$ cat src/design/sparse_trivariate_polynomial_arith_unit_macros.svh
// Assertion macros shared by the sparse polynomial unit.
`ifndef SPARSE_TRIVARIATE_POLYNOMIAL_ARITH_UNIT_MACROS_SVH
`define SPARSE_TRIVARIATE_POLYNOMIAL_ARITH_UNIT_MACROS_SVH

// Consequence must hold in the same cycle as the antecedent.
`define STPA_ASSERT_SAME(label, clk, rst_n, ante, cons, msg) \
  label: assert property (@(posedge clk) disable iff (!rst_n) (ante) |-> (cons)) \
    else $error(msg);

// Consequence must hold in the cycle after the antecedent.
`define STPA_ASSERT_NEXT(label, clk, rst_n, ante, cons, msg) \
  label: assert property (@(posedge clk) disable iff (!rst_n) (ante) |=> (cons)) \
    else $error(msg);

`endif

$ cat src/design/stpa_pkg.sv
// Types, codes and helper functions of the sparse polynomial unit.
`default_nettype none

package stpa_pkg;

  localparam int MAX_TERMS_DEF = 32;
  localparam int EXP_BASE_DEF  = 10;
  localparam int EXP_W         = 4;
  localparam int COEF_W        = 32;
  localparam int PACK_W        = 3 * EXP_W;
  localparam int OP_W          = PACK_W + COEF_W;
  localparam int TC_W          = 10;

  typedef enum logic [2:0] {
    ACT_CLEAR  = 3'd0,
    ACT_LOAD_A = 3'd1,
    ACT_LOAD_B = 3'd2,
    ACT_ADD    = 3'd3,
    ACT_SUB    = 3'd4,
    ACT_MUL    = 3'd5,
    ACT_EVAL   = 3'd6,
    ACT_READ   = 3'd7
  } action_t;

  typedef enum logic [1:0] {
    ST_OK      = 2'd0,
    ST_FULL    = 2'd1,
    ST_EXP_OVF = 2'd2,
    ST_SAT     = 2'd3
  } status_t;

  typedef enum logic [4:0] {
    S_CLEAR, S_IDLE, S_DISPATCH,
    S_L_RD, S_L_CK,
    S_A_RD, S_A_WR, S_B_RD, S_B_TR, S_B_WR,
    S_OV_RD, S_OV_CK, S_M_RD, S_M_MUL, S_M_ACC,
    S_E_RD, S_E_LD, S_E_FAC, S_E_HI, S_E_FIN, S_E_SUM,
    S_R_RD, S_R_OUT, S_DONE
  } state_t;

  typedef struct packed {
    logic [2:0]        action;
    logic [3:0]        exp_x;
    logic [3:0]        exp_y;
    logic [3:0]        exp_z;
    logic signed [31:0] coefficient_in;
    logic signed [15:0] point_x;
    logic signed [15:0] point_y;
    logic signed [15:0] point_z;
  } in_item_t;

  typedef struct packed {
    logic [1:0]         status;
    logic signed [31:0] coefficient_out;
    logic               term_present;
    logic [9:0]         term_count;
    logic signed [63:0] eval_value;
  } out_item_t;

  // Dense table index of an exponent triple.
  function automatic logic [11:0] tbl_index(input logic [3:0] ex, input logic [3:0] ey,
                                            input logic [3:0] ez, input int base);
    logic [11:0] b;
    b = 12'(base);
    return (12'(ex) * b + 12'(ey)) * b + 12'(ez);
  endfunction

  // Saturate to 32 bits; the top bit of the result flags a clamp.
  function automatic logic [32:0] sat32(input logic signed [34:0] v);
    if (v > 35'sd2147483647) begin
      return {1'b1, 32'h7fff_ffff};
    end else if (v < -35'sd2147483648) begin
      return {1'b1, 32'h8000_0000};
    end else begin
      return {1'b0, v[31:0]};
    end
  endfunction

  // Magnitude of a 32-bit signed value.
  function automatic logic [31:0] abs32(input logic signed [31:0] v);
    return v[31] ? (~v + 32'd1) : v;
  endfunction

  // Magnitude of a 16-bit signed value.
  function automatic logic [15:0] abs16(input logic signed [15:0] v);
    return v[15] ? (~v + 16'd1) : v;
  endfunction

endpackage

`default_nettype wire

$ cat src/design/stpa_mul.sv
// Shared 32 by 32 unsigned multiplier with a registered product.
`default_nettype none

module stpa_mul
  import stpa_pkg::*;
(
  input  logic        clk,
  input  logic [31:0] op_a,
  input  logic [31:0] op_b,
  output logic [63:0] prod
);

  logic [63:0] prod_r;

  // One product per cycle, available the cycle after the operands.
  always_ff @(posedge clk) begin
    prod_r <= 64'(op_a) * 64'(op_b);
  end

  assign prod = prod_r;

endmodule

`default_nettype wire

$ cat config.mk
export PLATFORM = sky130hd
export DESIGN_NAME = stpa_mul
export DESIGN_NICKNAME = d
export VERILOG_FILES = /design/src/design/sparse_trivariate_polynomial_arith_unit_macros.svh /design/src/design/stpa_pkg.sv /design/src/design/stpa_mul.sv
export SDC_FILE = /design/constraint.sdc
export NUM_CORES = 2
export LEC_CHECK = 0
export ABC_AREA = 0
export BUFFER_PORTS_ARGS = -buffer_cell sky130_fd_sc_hd__buf_2
export CORE_ASPECT_RATIO = 0.5
export CORE_MARGIN = 5
export CORE_UTILIZATION = 55
export CTS_BUF_LIST = sky130_fd_sc_hd__clkbuf_8
export DETAILED_ROUTE_END_ITERATION = 6
export PLACE_DENSITY = 0.75
export SETUP_SLACK_MARGIN = 0.05
export SYNTH_ARGS = -nofsm -noshare
export SYNTH_HDL_FRONTEND = slang
export SYNTH_SLANG_ARGS = --single-unit
$ cat constraint.sdc
create_clock -name clk -period 16.11 [get_ports clk]
set_input_delay 0 -clock clk [delete_from_list [all_inputs] [get_ports clk]]
set_output_delay 0 -clock clk [all_outputs]
set_load 0.05 [all_outputs]
==> flow_summary.ini <==
[critical_path]
cp.required_ns = 16.44
start_kind = input pin
crit_slowest_cell = a31oi_1
cp-end-kind = flip-flop
cp_max_fo = 32
cp_common_cell = fa_1
cp_top_family = adder cells
crit_chain = buf_2 > nand2_1 > fa_1 > fa_1 > fa_1 > fa_1 > inv_1 > fa_1 > fa_1 > fa_1 > inv_1 > fa_1 > inv_1 > ha_1 > nand4_1 > or4_1 > or3_1 > a31oi_1 > a31o_2 > a211oi_1 > o21ai_1 > xor2_1
criticalPathCategory = input pin to flip-flop
max_stage_delay_ns = 0.64
cp_num_buf_inv = 4
arrival_ns = 8.04

[cts]
cts_buffer_depth = 2
numCtsBuffers = 9
cts-root-buf = clkbuf_8
cts_tree = done
cts-htree-levels = 3
postCtsHoldBufs = 0
cts_setup_buffers = 0
cts.clk_slew.worst_paths_ns = 0.08
cts.repair.resized = 0
cts_sinks = 64

[synthesis]
synth_edf_count = 0
synth_warnings = 0
ys.flop_type = dfxtp_1
syn-instance-count = 3748
ys_ff_latch = 64
syn_avg_cell_area_sq_um = 9.25
async_flop_share_pct = 0
netlist_area_sq_um = 34700
synth-seq-area-share_pct = 3.69
ys_types = 57
synth_nets = 4972

[sta]
worst_pin_slew_ns = 0.865
fmax_mhz = 130
fin_ws_ns = 8.40
slew_headroom_pct = 42.0
hold_viol_final = 0
maxSlewViolCount = 0
finalSetupViolations = 0
post-route-period-util_pct = 47.9
rsz0062_at_grt = no
setup_tns_ns = 0
finalCriticalPeriod_ns = 7.71

[placement]
port_buffers = 128
routabilityCongestion = 0.937
dp_slack_ns = 8.11
dp_cells = 4495
dpl.hpwl_um = 71400

[floorplan]
rows = 65
design.die.area_sq_um = 68500
die_w_um = 365
ios = 129
start_util_pct = 55.3
coreArea_sq_um = 62700
die_y_um = 188

[layout]
layout_commonest_cell = fa_1
largest_reg_flops = 64
final_cell_mix = fa_1 (896), inv_1 (865), and2_1 (602)
fin_nets = 4893
final_cells = 4513
layout-drive-gt1-share_pct = 4.44
fill_cells = 5421
syn2layout_area_growth_pct = 3.19

[global_route]
grt_pass1_vias = 27800
grt_max_degree = 33
antenna_found_initial = 2
grt_overflow = 0
grt_pass1_wl_um = 146000
track_usage_pct = 27.0

[route]
routed_wl_um = 88400
dr.first_iter.drc_count = 1891
ant_nets = 0
drc = 0
num_vias = 25000
drt_pass1_iterations = 7
post_drt_wl_per_cell_um = 19.6
viasPerCell = 5.55

[status]
status = finished, final reports clean

[run]
maxCapViolCount = 0

[hold_path]
hp-class = input pin to flip-flop
[cells in the mapped netlist (21+ instances only)]
cell type / n / area [sq um]
fa_1: 896 / 17900
inv_1: 865 / 3250
and2_1: 602 / 3770
nand2_1: 480 / 1800
ha_1: 263 / 3290
clkbuf_1: 213 / 800
dfxtp_1: 64 / 1280
a21oi_1: 63 / 315
a21o_1: 40 / 300
xnor2_1: 35 / 307
xor2_1: 25 / 219
nand4_1: 23 / 144
o21ai_0: 21 / 105
[area by class of cell]
cell class | count | area [sq um] | area share, %
multi-input combinational | 2599 | 29300 | 81.9
inverter | 865 | 3250 | 9.07
sequential | 64 | 1280 | 3.58
tap | 837 | 1050 | 2.93
timing repair buffer | 130 | 656 | 1.83
clock buffer | 10 | 138 | 0.385
clock inverter | 6 | 92.6 | 0.259
antenna | 2 | 5.00 | 0.0140
[cell families (layout without fill, tap and decap cells)]
group / after synthesis / after routing / share of synthesized area [%]
and+or+nand+nor: 1177 / 1177 / 17.6
adders and majority gates: 1159 / 1159 / 61.2
buffers and inverters: 1085 / 1011 / 11.8
AOI/OAI and AO/OA: 202 / 202 / 4.15
DFF: 64 / 64 / 3.69
xor gates and xnor gates: 60 / 60 / 1.52
muxes: 1 / 1 / 0.0289
other: 0 / 2 / 0
[path summary, 6_finish.rpt]
path	startpoint	to	cells past startpoint
worst max-delay path	op_a[27]	prod[62]	22
worst min-delay path	op_a[0]	prod[0]	2
[per-layer routing]
layer / vias to the layer above / track usage (%) / share of wire [%]
met5: - / 0 / 0
met4: 0 / 9.88 / 4.2
met3: 244 / 4.10 / 7.0
met2: 1037 / 47.0 / 51
met1: 13100 / 34.6 / 38
li1: 10700 / - / -
[per-stage QoR]
stage	utilization (%)	area (sq um)	hold WS, ns
2_1_floorplan	-	34700	0.127
3_3_place_gp	56.7	35500	0.469
3_5_place_dp	56.7	35500	0.468
4_1_cts	57.1	35800	0.266
5_1_grt	57.1	35800	0.270
6_report	57.1	35800	0.299
Power is left out: the tool's default activity adds up to more than one toggle a clock period on the data nets, which glitch-free logic cannot reach.
