**src/design/sparse_trivariate_polynomial_arith_unit_macros.svh**
```systemverilog
// Assertion macros shared by the sparse polynomial unit.
`ifndef SPARSE_TRIVARIATE_POLYNOMIAL_ARITH_UNIT_MACROS_SVH
`define SPARSE_TRIVARIATE_POLYNOMIAL_ARITH_UNIT_MACROS_SVH

// Consequence must hold in the same cycle as the antecedent.
`define STPA_ASSERT_SAME(label, clk, rst_n, ante, cons, msg) \
  label: assert property (@(posedge clk) disable iff (!rst_n) (ante) |-> (cons)) \
    else $error(msg);

// Consequence must hold in the cycle after the antecedent.
`define STPA_ASSERT_NEXT(label, clk, rst_n, ante, cons, msg) \
  label: assert property (@(posedge clk) disable iff (!rst_n) (ante) |=> (cons)) \
    else $error(msg);

`endif

```
**src/design/stpa_ram.sv**
```systemverilog
// Generic single-write, single-read RAM with registered read data.
`default_nettype none

module stpa_ram #(
  parameter int WIDTH = 32,
  parameter int DEPTH = 32,
  localparam int AW   = (DEPTH > 1) ? $clog2(DEPTH) : 1
) (
  input  logic             clk,
  input  logic             we,
  input  logic [AW-1:0]    waddr,
  input  logic [WIDTH-1:0] wdata,
  input  logic [AW-1:0]    raddr,
  output logic [WIDTH-1:0] rdata
);

  logic [WIDTH-1:0] mem_r [DEPTH];
  logic [WIDTH-1:0] rdata_r;

  // Write port and registered read port.
  always_ff @(posedge clk) begin
    if (we) begin
      mem_r[waddr] <= wdata;
    end
    rdata_r <= mem_r[raddr];
  end

  assign rdata = rdata_r;

endmodule

`default_nettype wire

```
**config.mk**
```make
export PLATFORM = sky130hd
export DESIGN_NAME = stpa_ram
export DESIGN_NICKNAME = d
export VERILOG_FILES = /design/src/design/sparse_trivariate_polynomial_arith_unit_macros.svh /design/src/design/stpa_ram.sv
export SDC_FILE = /design/constraint.sdc
export NUM_CORES = 1
export LEC_CHECK = 0
export CORE_ASPECT_RATIO = 2
export CORE_MARGIN = 10
export CORE_UTILIZATION = 49
export CTS_CLUSTER_DIAMETER = 200
export DETAILED_ROUTE_END_ITERATION = 12
export DONT_BUFFER_PORTS = 1
export PLACE_DENSITY = 0.74
export SLEW_MARGIN = 20
export SYNTH_ARGS = -nofsm -noshare
export SYNTH_HDL_FRONTEND = slang
export SYNTH_SLANG_ARGS = --single-unit
```
**constraint.sdc**
```tcl
create_clock -name clk -period 7.3 [get_ports clk]
set_clock_uncertainty 0.15 [all_clocks]
set_input_delay 1.46 -clock clk [delete_from_list [all_inputs] [get_ports clk]]
set_output_delay 1.46 -clock clk [all_outputs]
set_load 0.005 [all_outputs]
```
==> metrics.md, run 1 <==
| Metric | Value |
|---|---|
| CP Data Required Time | `7.64 ns` |
| H-tree levels | `3` |
| Chip Height | `427 um` |
| Crit end category | `register` |
| Via density | `6.17` |
| Chip width | `223 um` |
| #FFs+latches synth | `1,056` |
| P&R area growth vs syn | `9.40%` |
| Leakage power | `15.1 nW` |
| # rows | `149` |
| Die area | `0.0952 mm^2` |
| Share of layout cells above drive strength 1 | `8.81%` |
| Setup TNS | `0 ns` |
| Antenna violations before repair | `0` |
| Min-Delay Path Class | `reg -> reg` |
| WS Path Type | `in -> reg` |
| HPWL Detailed | `53,700 um` |
| Initial core utilization | `49.2%` |
| 1st-pass router iterations | `5` |
| Worst Path Arrival | `3.76 ns` |
| CTS tree | `yes` |
| Status | `complete, but fails checks` |
| Wirelength, routed | `101,000 um` |
| Slew headroom | `-16.9%` |
| Sequential element share of the synthesized area | `77.5%` |
| Syn Nets | `2,304` |
| PD cells | `263 mW/mm^2` |
| Post-CTS sizing | `0` |
| ANT nets after route | `0` |
| Fin crit share | `46.7%` |
| Max-cap violations | `0` |
| Startpoint types | `primary input` |
| Fmax | `0.293 GHz` |
| Cts bufs inserted | `83` |
| Syn avg cell area | `17.9 um^2` |
| Drt drc | `0` |
| Unrepaired setup endpoints after global routing | `false` |
| IO buf count | `0` |
| Clock root cell | `clkbuf_16` |
| Clk buf depth | `3` |
| Synth unique cells | `25` |
| # fillers | `6,143` |
| Failing checks | `slew limit` |
| Clock transition at path regs | `0.07 ns` |
| I/O Pins | `76` |
| CTS Hold Bufs | `0` |
| Setup ws final | `3.89 ns` |
| Fin. Hold Viols | `0` |
| Ys Warns | `0` |
| Tightest Pin Transition | `1.75 ns` |
| Global-route wire length before repair | `143,000 um` |
| Layout Nets | `2,306` |
| Final Total Pwr | `11.6 mW` |
| Gpl congestion | `0.822` |
| Worst-path fanout max | `61` |
| Vias in the first global route | `21,148` |
| Latest clock arrival within the worst-skew pair | `0.65 ns` |
| Core ar. | `0.0822 mm^2` |
| Final setup viols | `0` |
| Max-slew violation count | `134` |
| Setup bufs post-CTS | `0` |
| Drt wl/cell | `29.7 um` |
| Post-Syn Instances | `2,260` |
| Vias post-DR | `20,882` |
| Clock Sinks | `1,056` |
| Pre-CTS WS | `3.28 ns` |
| Peak supply drop | `0.174 mV` |
| Post-layout min period | `3.41 ns` |
| DR iter-0 viols | `2,170` |
| GRT Util Overall | `20.6%` |
| Overflow left after global routing | `0` |
| Largest net degree at the start of global routing | `513` |
| Cell Area, Synth | `0.0405 mm^2` |
==> power breakdown <==
group	total [mW]	internal [mW]	leakage [nW]	switching, mW
clock	4.45	2.41	1.28	2.04
sequential	6.78	6.74	9.49	0.0474
combinational	0.412	0.175	4.32	0.237
total	11.6	9.32	15.1	2.33
==> stage by stage <==
| step | instances | cell area [um^2] | util [%] | hold WS, ns |
|---|---|---|---|---|
| after floorplan | 2260 | 40500 | - | 0.403 |
| after global placement | 3234 | 41700 | 50.7 | 0.440 |
| after detailed placement | 3234 | 41700 | 50.7 | 0.448 |
| after CTS | 3383 | 44300 | 53.9 | 0.462 |
| after global routing | 3383 | 44300 | 53.9 | 0.511 |
| final | 3384 | 44300 | 53.9 | 0.463 |
==> cell families after synthesis <==
logic type	Yosys count	share of synthesized area, %
DFF	1056	77.5
muxes	512	12.7
AOI/OAI and AO/OA	288	4.85
and+or+nand+nor	277	3.10
buffers and inverters	127	1.86
==> critical path, stage by stage <==
cell and delay (ns):
and2b_4 0.58, buf_4 0.80, a22o_1 0.27, nor3_1 0.06, a31oi_1 0.33, nand3_1 0.19
==> area by class of cell <==
| class | count | area (um^2) | share of cell area (%) |
|---|---|---|---|
| flip-flops and latches | 1056 | 31400 | 70.9 |
| repair buffers | 44 | 343 | 0.774 |
| clock inverters | 41 | 402 | 0.907 |
| well taps | 1057 | 1320 | 2.99 |
| diodes | 1 | 2.50 | 0.00565 |
| multi-input cells | 1077 | 8610 | 19.4 |
| clock buffers | 108 | 2220 | 5.02 |
==> cells in the mapped netlist <==
cell | count | area (um^2)
clkbuf_1 | 46 | 173
and2_1 | 1 | 6.26
nor2b_1 | 1 | 6.26
clkbuf_4 | 2 | 15.0
nand2b_1 | 2 | 12.5
nand3b_1 | 5 | 37.5
and2b_1 | 1 | 7.51
mux2i_1 | 512 | 5120
or3_1 | 1 | 6.26
nor3_1 | 32 | 160
or2_2 | 1 | 6.26
nor2_1 | 34 | 128
nand3_1 | 98 | 490
nand2_1 | 98 | 368
a22oi_1 | 96 | 721
buf_6 | 15 | 169
a22o_1 | 64 | 561
a21oi_1 | 96 | 480
buf_1 | 5 | 18.8
dfxtp_1 | 32 | 641
buf_4 | 33 | 248
buf_2 | 26 | 130
edfxtp_1 | 1024 | 30700
a31oi_1 | 32 | 200
or3b_2 | 3 | 26.3
==> sequential cells by signal, summed over array words and instances, names as in the netlist <==
name   cells
mem_r   1024
rdata     32
==> path summary, 6_finish.rpt <==
check,startpoint,end,slack [ns],depth (start not counted)
max,raddr[2],rdata[21],3.89,6
min,mem_r[17][18],rdata[18],0.46,4
max reg2reg,mem_r[1][21],rdata[21],5.68,5
min reg2reg,mem_r[17][18],rdata[18],0.46,4
==> routing by layer <==
metal | up-vias | share of wire, % | global-route usage (%)
li1 | 8952 | - | -
met1 | 10703 | 33 | 22.7
met2 | 1024 | 54 | 37.5
met3 | 203 | 8.6 | 3.86
met4 | 0 | 4.3 | 9.42
met5 | - | 0 | 0
==> layout by cell type, fill, tap and decap left out, types with 32 or more instances in the layout <==
cell and count:
mux2i_1 512, edfxtp_1 1024, a22o_1 64, clkbuf_16 85
dfxtp_1 32, buf_4 43, nor3_1 32, a21oi_1 96
a31oi_1 32, nand2_1 97, nand3_1 98, nor2_4 33
a22oi_1 96
(Power assumes the default switching activity.)
==> inputs of run 2 (changes only) <==
- PLACE_DENSITY: 0.74 -> 0.76
- clock period: 7.3 -> 2.94 ns (I/O delays scaled with it)
==> run 2 against run 1 <==
  * Worst setup slack got worse by 3.4 ns
  * Register-to-register slack got worse by 4.3 ns
  * The flow still finishes with violations (slew limit)
  * Via count rose by 0.47%
==> metrics.md, run 2 (synthesis results as in run 1) <==
| Metric | Value |
|---|---|
| Status | `complete, but fails checks` |
| Failing checks | `slew limit` |
| Clk buf depth | `3 (unchanged)` |
| ANT nets after route | `0 (unchanged)` |
| WS Path Type | `in -> reg` |
| Clock transition at path regs | `0.07 ns (about the same)` |
| # fillers | `5,955 (-3.1%)` |
| Delay-heaviest family, CP | `multiplexers` |
| Crit-path max cell delay | `0.62 ns (-0.18 ns)` |
| Vias in the first global route | `21,619 (+2.2%)` |
| Crit end category | `register` |
| Max-slew violation count | `171 (+28%)` |
| HPWL Detailed | `54,300 um (+1.2%)` |
| Antenna violations before repair | `4 (+4)` |
| Wirelength, routed | `95,300 um (-5.2%)` |
| # diodes | `0 (-1)` |
| Critical-path cell list | `mux2i_1, a22o_1, nor3_1, a31oi_1, nand3_1` |
| # rows | `149 (unchanged)` |
| Clock root cell | `clkbuf_16` |
| Vias post-DR | `20,980 (+0.47%)` |
| Dpl cells | `3,260 (+0.80%)` |
| Setup TNS | `0 ns (unchanged)` |
| PD cells | `643 mW/mm^2 (+140%)` |
| Worst Path Arrival | `2.83 ns (-0.93 ns)` |
| CP Data Required Time | `3.32 ns (-4.32 ns)` |
| Share of layout cells above drive strength 1 | `10.4% (+1.6 points)` |
| I/O Pins | `76 (unchanged)` |
| Tightest Pin Transition | `2.12 ns (+0.364 ns)` |
| Final setup viols | `0 (unchanged)` |
| Worst path slowest cell | `mux2i_1` |
| GRT Util Overall | `19.6% (-0.98 points)` |
| Clock Sinks | `1,056 (unchanged)` |
| Worst-path fanout max | `512 (+740%)` |
| Peak supply drop | `0.435 mV (+150%)` |
| Layout Nets | `2,361 (+2.4%)` |
| CTS tree | `yes` |
| Min-Delay Path Class | `in -> reg` |
| Max-cap violations | `0 (unchanged)` |
| Chip Height | `427 um (unchanged)` |
| Die area | `0.0952 mm^2 (unchanged)` |
| Commonest non-fill, non-tap cell in the layout | `edfxtp_1` |
| Startpoint types | `primary input` |
| Global-route wire length before repair | `139,000 um (-2.7%)` |
| Fmax | `0.407 GHz` |
| P&R area growth vs syn | `11.7%` |
| Commonest non-fill, non-tap cells in the layout | `1,024 x edfxtp_1, 512 x mux2i_1, 98 x nand3_1, 97 x nand2_1` |
| Cts bufs inserted | `80 (-3.6%)` |
| DR iter-0 viols | `1,987 (-8.4%)` |
| Max reg flops | `1,024 (unchanged)` |
| Leakage power | `15.5 nW (+2.7%)` |
| Fin crit share | `83.6%` |
| Slew headroom | `-41.1% (-24 points)` |
| Fin cells | `3,439 (+1.6%)` |
| Worst Path Buf+Inv | `0 (-1)` |
| H-tree levels | `3 (unchanged)` |
| Unrepaired setup endpoints after global routing | `false` |
| Core ar. | `0.0822 mm^2 (unchanged)` |
| IO buf count | `0 (unchanged)` |
| Post-layout min period | `2.46 ns` |
| Latest clock arrival within the worst-skew pair | `0.66 ns (about the same)` |
| Most flops, register | `mem_r` |
| Largest net degree at the start of global routing | `513 (unchanged)` |
| Drt wl/cell | `27.7 um (-6.7%)` |
| Overflow left after global routing | `0 (unchanged)` |
| Chip width | `223 um (unchanged)` |
| Drt drc | `0 (unchanged)` |
| 1st-pass router iterations | `5 (unchanged)` |
| Via density | `6.10 (-1.1%)` |
| Gpl congestion | `0.804 (-2.2%)` |
| Fin. Hold Viols | `0 (unchanged)` |
| Initial core utilization | `49.2% (unchanged)` |
==> run 2: cell types whose count changed in the layout (fill, tap and decap cells not counted), moves of 2 or more <==
cell | before | now
buf_2 | 0 | 11
clkbuf_8 | 1 | 6
clkinvlp_4 | 4 | 0
buf_4 | 43 | 39
clkbuf_16 | 85 | 81
clkinv_1 | 9 | 15
buf_12 | 1 | 42
clkinv_8 | 0 | 2
dlygate4sd3_1 | 0 | 10
clkinv_2 | 15 | 10
clkbuf_1 | 22 | 20
==> run 2: final timing paths <==
| path | start | slack [ns] | endpoint | cells past startpoint |
|---|---|---|---|---|
| max | raddr[0] | 0.48 | rdata[30] | 5 |
| min | wdata[7] | 0.07 | mem_r[17][7] | 1 |
| max reg2reg | mem_r[1][9] | 1.42 | rdata[9] | 5 |
| min reg2reg | mem_r[10][26] | 0.46 | rdata[26] | 4 |
==> run 2: repair_timing <==
action,4_1_cts,5_1_grt
endpoints found under the hold margin,1024,0
buffers inserted,0,0
resized for setup,0,0
hold buffers,32,0
==> run 2: cell type report <==
type                            count  area [um^2]  area share, %
Sequential cell                  1056        31400           69.4
Multi-Input combinational cell   1077         8610           19.0
Clock buffer                      107         2180           4.83
Clock inverter                     40          413          0.913
Timing Repair Buffer              102         1290           2.85
Tap cell                         1057         1320           2.93
==> run 2: where the power goes <==
group | switching (mW) | leakage, nW | internal [mW]
Clock | 5.03 | 1.27 | 5.90
Sequential | 0.116 | 9.49 | 16.7
Combinational | 0.796 | 4.73 | 0.529
Total | 5.94 | 15.5 | 23.1
==> run 2: metrics by stage <==
step / hold WS (ns) / setup WS, ns / area (um^2) / total power, mW / utilization (%)
after floorplan: 0.403 / -0.232 / 40500 / 18.0 / -
after global placement: 0.427 / 0.524 / 42200 / 18.2 / 51.4
after detailed placement: 0.443 / 0.486 / 42200 / 18.2 / 51.4
after CTS: 0.0512 / 1.04 / 45300 / 29.2 / 55.1
after global routing: 0.0700 / 1.02 / 45200 / 29.8 / 55.0
final: 0.0694 / 0.483 / 45200 / 29.1 / 55.0
==> run 2: routing by layer <==
metal / share of wire (%) / GRT usage [%]
met4: 4.4 / 9.48
met3: 6.8 / 3.36
met2: 54 / 36.2
met5: 0.052 / 0
met1: 34 / 21.1
